### config.mk
export PLATFORM = sky130hd
export DESIGN_NAME = uniform_square_window_detect
export DESIGN_NICKNAME = d
export VERILOG_FILES = /design/src/rtl/usw_pkg.sv /design/src/rtl/uniform_square_window_detect.sv /design/src/rtl/usw_ram.sv
export SDC_FILE = /design/constraint.sdc
export NUM_CORES = 1
export LEC_CHECK = 0
export BUFFER_PORTS_ARGS = -buffer_cell sky130_fd_sc_hd__buf_2
export CELL_PAD_IN_SITES_DETAIL_PLACEMENT = 0
export CELL_PAD_IN_SITES_GLOBAL_PLACEMENT = 1
export CORE_ASPECT_RATIO = 0.9
export CORE_UTILIZATION = 28
export CTS_CLUSTER_DIAMETER = 80
export DETAILED_ROUTE_END_ITERATION = 8
export PLACE_DENSITY = 0.49
export SYNTH_ARGS = -nofsm -noshare
export SYNTH_HDL_FRONTEND = slang
export SYNTH_SLANG_ARGS = --single-unit
### constraint.sdc
create_clock -name clk_i -period 7.1 [get_ports clk_i]
set_input_delay 0.71 -clock clk_i [delete_from_list [all_inputs] [get_ports clk_i]]
set_output_delay 0.71 -clock clk_i [all_outputs]
set_load 0.01 [all_outputs]
### src/rtl/usw_pkg.sv
// Shared types and constants for the uniform square window detector.
// Used by the top level; depends on nothing.

package usw_pkg;

  localparam int VALUE_W    = 32;
  localparam int SIZE_W     = 5;
  localparam int CFG_IDX_W  = 1;
  localparam int CFG_DATA_W = 5;
  localparam int OUT_DATA_W = 8;

  localparam logic [CFG_IDX_W-1:0] REG_WINDOW_SIZE = 1'd0;
  localparam logic [CFG_IDX_W-1:0] REG_ROW_WIDTH   = 1'd1;

  localparam logic [SIZE_W-1:0] WINDOW_SIZE_RST = 5'd5;
  localparam logic [SIZE_W-1:0] ROW_WIDTH_RST   = 5'd10;

  typedef struct packed {
    logic [SIZE_W-1:0]  size;
    logic [VALUE_W-1:0] value;
  } row_entry_t;

endpackage

### src/rtl/uniform_square_window_detect.sv
// Uniform square window detector: one matrix cell per cycle unless stalled, result on the last cell.
// A taken last cell is held in the compute stage, then its result is registered in the output register.
// Throughput: one cell per cycle; a last cell, and the cells behind it, wait only while an earlier result is untaken.
// The row buffer RAM is read when a cell is taken and written back when that cell leaves the compute stage.
// Reset returns all control state to its defaults; the row buffer holds no reset and needs no clearing.
// Depends on usw_pkg and usw_ram.

module uniform_square_window_detect #(
  parameter int MAX_WIDTH = 16
) (
  input  logic                               clk_i,
  input  logic                               rst_ni,
  input  logic                               cfg_we_i,
  input  logic [usw_pkg::CFG_IDX_W-1:0]      cfg_idx_i,
  input  logic [usw_pkg::CFG_DATA_W-1:0]     cfg_data_i,
  input  logic                               s_axis_tvalid,
  output logic                               s_axis_tready,
  input  logic [usw_pkg::VALUE_W-1:0]        s_axis_tdata,  // [31:0] cell_value
  input  logic                               s_axis_tlast,  // last_cell
  output logic                               m_axis_tvalid,
  input  logic                               m_axis_tready,
  output logic [usw_pkg::OUT_DATA_W-1:0]     m_axis_tdata   // [0] square_found, rest zero
);

  import usw_pkg::*;

  localparam int COL_W = $clog2(MAX_WIDTH);
  localparam int CNT_W = ((COL_W + 1) > SIZE_W) ? (COL_W + 1) : SIZE_W;
  localparam int ENTRY_W = $bits(row_entry_t);

  logic [SIZE_W-1:0]  window_size_q;
  logic [SIZE_W-1:0]  row_width_q;

  logic [COL_W-1:0]   col_q, col_d;
  logic               first_row_q, first_row_d;

  logic               s1_valid_q, s1_valid_d;
  logic [VALUE_W-1:0] s1_value_q;
  logic               s1_last_q;
  logic [COL_W-1:0]   s1_col_q;
  logic               s1_first_q;

  logic [VALUE_W-1:0] left_value_q, left_value_d;
  logic [SIZE_W-1:0]  left_size_q, left_size_d;
  logic [VALUE_W-1:0] diag_value_q, diag_value_d;
  logic [SIZE_W-1:0]  diag_size_q, diag_size_d;
  logic               found_q, found_d;

  logic               fwd_q;
  row_entry_t         fwd_entry_q;

  logic               out_valid_q, out_valid_d;
  logic               out_found_q, out_found_d;

  logic               s_accept;
  logic               s1_stall;
  logic               s1_fire;
  logic [CNT_W-1:0]   width_eff;
  logic [CNT_W-1:0]   col_inc;
  logic [SIZE_W-1:0]  win_eff;
  logic [ENTRY_W-1:0] ram_rdata;
  row_entry_t         upper;
  row_entry_t         wr_entry;
  logic               match;
  logic [SIZE_W-1:0]  min_size;
  logic [SIZE_W:0]    size_raw;
  logic [SIZE_W-1:0]  size_new;
  logic               hit;

  always_ff @(posedge clk_i or negedge rst_ni) begin
    if (!rst_ni) begin
      window_size_q <= WINDOW_SIZE_RST;
      row_width_q   <= ROW_WIDTH_RST;
    end else if (cfg_we_i) begin
      case (cfg_idx_i)
        REG_WINDOW_SIZE: window_size_q <= cfg_data_i;
        REG_ROW_WIDTH:   row_width_q   <= cfg_data_i;
        default: ;
      endcase
    end
  end

  assign s1_stall      = s1_valid_q && s1_last_q && out_valid_q && !m_axis_tready;
  assign s1_fire       = s1_valid_q && !s1_stall;
  assign s_axis_tready = !s1_stall;
  assign s_accept      = s_axis_tvalid && s_axis_tready;

  always_comb begin
    if (row_width_q == '0) begin
      width_eff = CNT_W'(1);
    end else if (CNT_W'(row_width_q) > CNT_W'(MAX_WIDTH)) begin
      width_eff = CNT_W'(MAX_WIDTH);
    end else begin
      width_eff = CNT_W'(row_width_q);
    end
    col_inc = CNT_W'(col_q) + CNT_W'(1);
    col_d       = col_q;
    first_row_d = first_row_q;
    if (s_accept) begin
      if (s_axis_tlast) begin
        col_d       = '0;
        first_row_d = 1'b1;
      end else if (col_inc >= width_eff) begin
        col_d       = '0;
        first_row_d = 1'b0;
      end else begin
        col_d = col_inc[COL_W-1:0];
      end
    end
  end

  usw_ram #(
    .WIDTH (ENTRY_W),
    .DEPTH (MAX_WIDTH)
  ) u_row_ram (
    .clk_i   (clk_i),
    .we_i    (s1_fire),
    .waddr_i (s1_col_q),
    .wdata_i (wr_entry),
    .re_i    (s_accept),
    .raddr_i (col_q),
    .rdata_o (ram_rdata)
  );

  always_comb begin
    win_eff  = (window_size_q == '0) ? SIZE_W'(1) : window_size_q;
    upper    = fwd_q ? fwd_entry_q : row_entry_t'(ram_rdata);
    match    = !s1_first_q && (s1_col_q != '0) && (s1_value_q == left_value_q) &&
               (s1_value_q == upper.value) && (s1_value_q == diag_value_q);
    min_size = (left_size_q < upper.size) ? left_size_q : upper.size;
    min_size = (min_size < diag_size_q) ? min_size : diag_size_q;
    size_raw = match ? ({1'b0, min_size} + (SIZE_W+1)'(1)) : (SIZE_W+1)'(1);
    size_new = (size_raw > {1'b0, win_eff}) ? win_eff : size_raw[SIZE_W-1:0];
    hit      = size_new >= win_eff;
    wr_entry.value = s1_value_q;
    wr_entry.size  = size_new;

    left_value_d = left_value_q;
    left_size_d  = left_size_q;
    diag_value_d = diag_value_q;
    diag_size_d  = diag_size_q;
    found_d      = found_q;
    out_valid_d  = out_valid_q && !m_axis_tready;
    out_found_d  = out_found_q;
    s1_valid_d   = s_accept || (s1_valid_q && !s1_fire);
    if (s1_fire) begin
      if (s1_last_q) begin
        out_valid_d  = 1'b1;
        out_found_d  = found_q || hit;
        found_d      = 1'b0;
        left_value_d = '0;
        left_size_d  = '0;
        diag_value_d = '0;
        diag_size_d  = '0;
      end else begin
        found_d      = found_q || hit;
        left_value_d = s1_value_q;
        left_size_d  = size_new;
        diag_value_d = upper.value;
        diag_size_d  = upper.size;
      end
    end
  end

  always_ff @(posedge clk_i or negedge rst_ni) begin
    if (!rst_ni) begin
      col_q        <= '0;
      first_row_q  <= 1'b1;
      s1_valid_q   <= 1'b0;
      left_value_q <= '0;
      left_size_q  <= '0;
      diag_value_q <= '0;
      diag_size_q  <= '0;
      found_q      <= 1'b0;
      fwd_q        <= 1'b0;
      out_valid_q  <= 1'b0;
      out_found_q  <= 1'b0;
    end else begin
      col_q        <= col_d;
      first_row_q  <= first_row_d;
      s1_valid_q   <= s1_valid_d;
      left_value_q <= left_value_d;
      left_size_q  <= left_size_d;
      diag_value_q <= diag_value_d;
      diag_size_q  <= diag_size_d;
      found_q      <= found_d;
      out_valid_q  <= out_valid_d;
      out_found_q  <= out_found_d;
      if (s_accept) begin
        fwd_q <= s1_fire && (s1_col_q == col_q);
      end
    end
  end

  always_ff @(posedge clk_i) begin
    if (s_accept) begin
      s1_value_q  <= s_axis_tdata;
      s1_last_q   <= s_axis_tlast;
      s1_col_q    <= col_q;
      s1_first_q  <= first_row_q;
      fwd_entry_q <= wr_entry;
    end
  end

  assign m_axis_tvalid = out_valid_q;
  assign m_axis_tdata  = OUT_DATA_W'(out_found_q);

  a_fwd_origin: assert property (@(posedge clk_i) disable iff (!rst_ni)
    $rose(fwd_q) |-> $past(s_accept && s1_fire))
    else $error("row buffer bypass set without a same-cycle write and read");

  a_stage_origin: assert property (@(posedge clk_i) disable iff (!rst_ni)
    s1_valid_q |-> $past(s_accept || s1_stall))
    else $error("compute stage holds a cell that was never taken");

  a_result_origin: assert property (@(posedge clk_i) disable iff (!rst_ni)
    $rose(out_valid_q) |-> $past(s1_fire && s1_last_q))
    else $error("result raised without a last cell");

  a_no_overwrite: assert property (@(posedge clk_i) disable iff (!rst_ni)
    (s1_fire && s1_last_q) |-> (!out_valid_q || m_axis_tready))
    else $error("pending result overwritten");

endmodule

### src/rtl/usw_ram.sv
// Generic single-port-write, single-port-read RAM with a registered read.
// Stand-alone; instantiated by the top level as the row buffer.

module usw_ram #(
  parameter int WIDTH = 37,
  parameter int DEPTH = 16
) (
  input  logic                     clk_i,
  input  logic                     we_i,
  input  logic [$clog2(DEPTH)-1:0] waddr_i,
  input  logic [WIDTH-1:0]         wdata_i,
  input  logic                     re_i,
  input  logic [$clog2(DEPTH)-1:0] raddr_i,
  output logic [WIDTH-1:0]         rdata_o
);

  logic [WIDTH-1:0] mem_q [DEPTH];
  logic [WIDTH-1:0] rdata_q;

  always_ff @(posedge clk_i) begin
    if (we_i) begin
      mem_q[waddr_i] <= wdata_i;
    end
    if (re_i) begin
      rdata_q <= mem_q[raddr_i];
    end
  end

  assign rdata_o = rdata_q;

endmodule
==> metrics.csv <==
metric,value,unit
Worst-path clk slew,0.06,ns
gr usage total,14.7,%
Yosys top cell by area,edfxtp_1,
"Design Area, Final",0.0379,mm²
share of cells above drive strength 1,26.4,%
final hold slack,0.224,ns
core area,0.115,mm²
vias per inst,4.84,
die width,361,µm
drt wl/cell,24.9,µm
iteration-0 DRC count of the detailed router,1310,
area delta synth->final,16.5,%
slew margin rel.,27.8,%
I/O pin cnt,54,
#FFs+latches synth,798,
area share of the largest cell type after synthesis,64.9,%
Synth warnings,0,
Max Clock Skew,0.0332,ns
nets@finish,1932,
CTS root buffer,clkbuf_16,
Post-Syn Instances,1739,
antenna cells,0,
Pre-antenna DRT Iters,5,
DP HPWL,49700,µm
Clock Latency Late Sink,0.66,ns
"Slowest-stage cell, CP",dfrtp_2,
CTS tree,built,
CP peak stage delay,0.49,ns
Yosys cell types,76,
top post-synthesis cells by area,"edfxtp_1 (65%), mux4_2 (13%), dfrtp_1 (6.8%)",
row cnt,118,
"Avg Cell Area, Syn",18.7,µm²
DRC errors left,0,
post-route ant nets,0,
first-pass GRT wire length,126000,µm
FMAX,0.154,GHz
Crit path required time,7.62,ns
sequential element share of the synthesized area,72.2,%
"commonest non-fill, non-tap cell in the layout",edfxtp_1,
number of synthesized flops with an enable pin,704,
Post-synth ARST share,11.8,%
clk sink count,798,
Hold Path Class,input port to flop,
Placed Cells incl. Taps,3263,
RePlAce Congestion,0.818,
utilization after layout,32.9,%
Bufs on Longest Clock Path,3,
IO Port Bufs,46,
initial antenna violation count,0,
via count,16600,
Die ar.,0.118,mm²
data arrival time of the worst path,7.01,ns
grt ovf,0,
most repeated library cell on the critical path,ha_1,
max-slew violation count,0,
reg2reg setup slack,0.61,ns
Final setup viols,0,
DIE HEIGHT,325,µm
Pleak,12.4,nW
Routed WL,85700,µm
outcome,"finished, final reports clean",
Final Non-Filler Cells,3438,
CTS H-tree depth,3,
"Cell Area, Synth",0.0326,mm²
RSZ-0062 raised after global routing,no,
VDD IR max,0.171,mV
Worst Tran Pin Value,1.08,ns
FILL cells,11000,
period utilization,91.4,%
crit path max fanout,10,
Max-cap violations,0,
Crit. End Element,flop,
setup ws final,0.610,ns
setup tns final,0,ns
Place WS,-0.00185,ns
Crit Path Class,flop to flop,
Fin. Hold Viols,0,
number of global-route vias before repair,17500,
Final Power,12.0,mW
Placed Area,0.0349,mm²
Power Dens Cells,317,mW/mm²
Main synth FF type,edfxtp_1,
initial core utilization,28.3,%
most frequent cells in the layout,"edfxtp_1 (704), mux4_2 (185), nand2_1 (137), clkbuf_16 (92), dfrtp_1 (84)",
Tmin final,6.49,ns
largest net degree at the start of global routing,85,
Critical Path Source Type,flop,
CTS buffer count,90,
cells by family (layout without fill, tap and decap cells):
family                   Yosys count  count (layout)  share of synthesized area [%]
flip-flops                       798             798                           72.2
AND/OR/NAND/NOR                  347             348                           5.59
multiplexers                     238             238                           14.6
AO/OA/AOI/OAI                    143             143                           3.26
buffers and inverters            120             312                           1.64
XOR/XNOR                          67              67                           1.80
adder cells (fa/ha/maj)           25              25                          0.961
other                              1               7                         0.0115
power by group:
group | internal [mW] | switching [mW]
clock | 2.73 | 1.93
combinational | 0.820 | 0.924
sequential | 5.39 | 0.228
Yosys cell counts (23+ instances only):
cell and instances:
nand3b_1 23, edfxtp_1 704, nand2b_1 34, mux2i_1 34, xnor2_1 54, nor2_1 40, o31ai_1 48, mux4_2 185
dfrtp_1 89, inv_1 29, nand2_1 138, ha_1 25, clkbuf_1 58, nand4_1 26
worst max-delay path: cells and delay by family, from the launching register on:
kind	cells	cell delay [ns]
and+or+nand+nor	9	1.21
muxes	2	0.37
adders and majority gates	5	1.36
xor gates and xnor gates	1	0.17
AOI/OAI and AO/OA	14	2.45
buffers and inverters	3	0.32
DFF	1	0.49
layer usage:
metal	track usage [%]	up-vias	part of all wire, %
li1	-	7272	-
met1	20.7	8911	46
met2	23.0	314	47
met3	2.64	130	4.2
met4	4.28	0	2.5
met5	0	-	0
sequential cells by signal, indices dropped and copies added (netlist names), 32 cells and up, named ones only:
| name | flops |
|---|---|
| u_row_ram.mem_q | 592 |
| fwd_entry_q | 37 |
| u_row_ram.rdata_o | 37 |
| diag_value_q | 32 |
| left_value_q | 32 |
| s1_value_q | 32 |
path summary, 6_finish.rpt:
kind / cells past startpoint / endpoint / from
max: 34 / out_found_q / fwd_q
min: 1 / s1_value_q[14] / s_axis_tdata[14]
max reg2reg: 34 / out_found_q / fwd_q
min reg2reg: 2 / left_value_q[10] / left_value_q[10]
max in group asynchronous: 3 / left_value_q[16] / rst_ni
min in group asynchronous: 2 / diag_size_q[3] / rst_ni
area by class of cell:
type | count | area, µm² | share of cell area (%)
timing repair buffer | 115 | 766 | 2.02
inverter | 30 | 118 | 0.310
clock inverter | 58 | 566 | 1.49
multi-input combinational | 828 | 8710 | 23.0
clock buffer | 109 | 2390 | 6.29
tap | 1500 | 1880 | 4.95
sequential | 798 | 23500 | 62.0
what timing repair did:
item	4_1_cts	5_1_grt
endpoints found under the setup margin	1	2
buffers inserted	0	6
gates resized for setup	2	10
gates cloned	0	1
pin swaps	0	2
hold endpoints to repair	10	0
hold buffers	1	0
(Power assumes the default switching activity.)
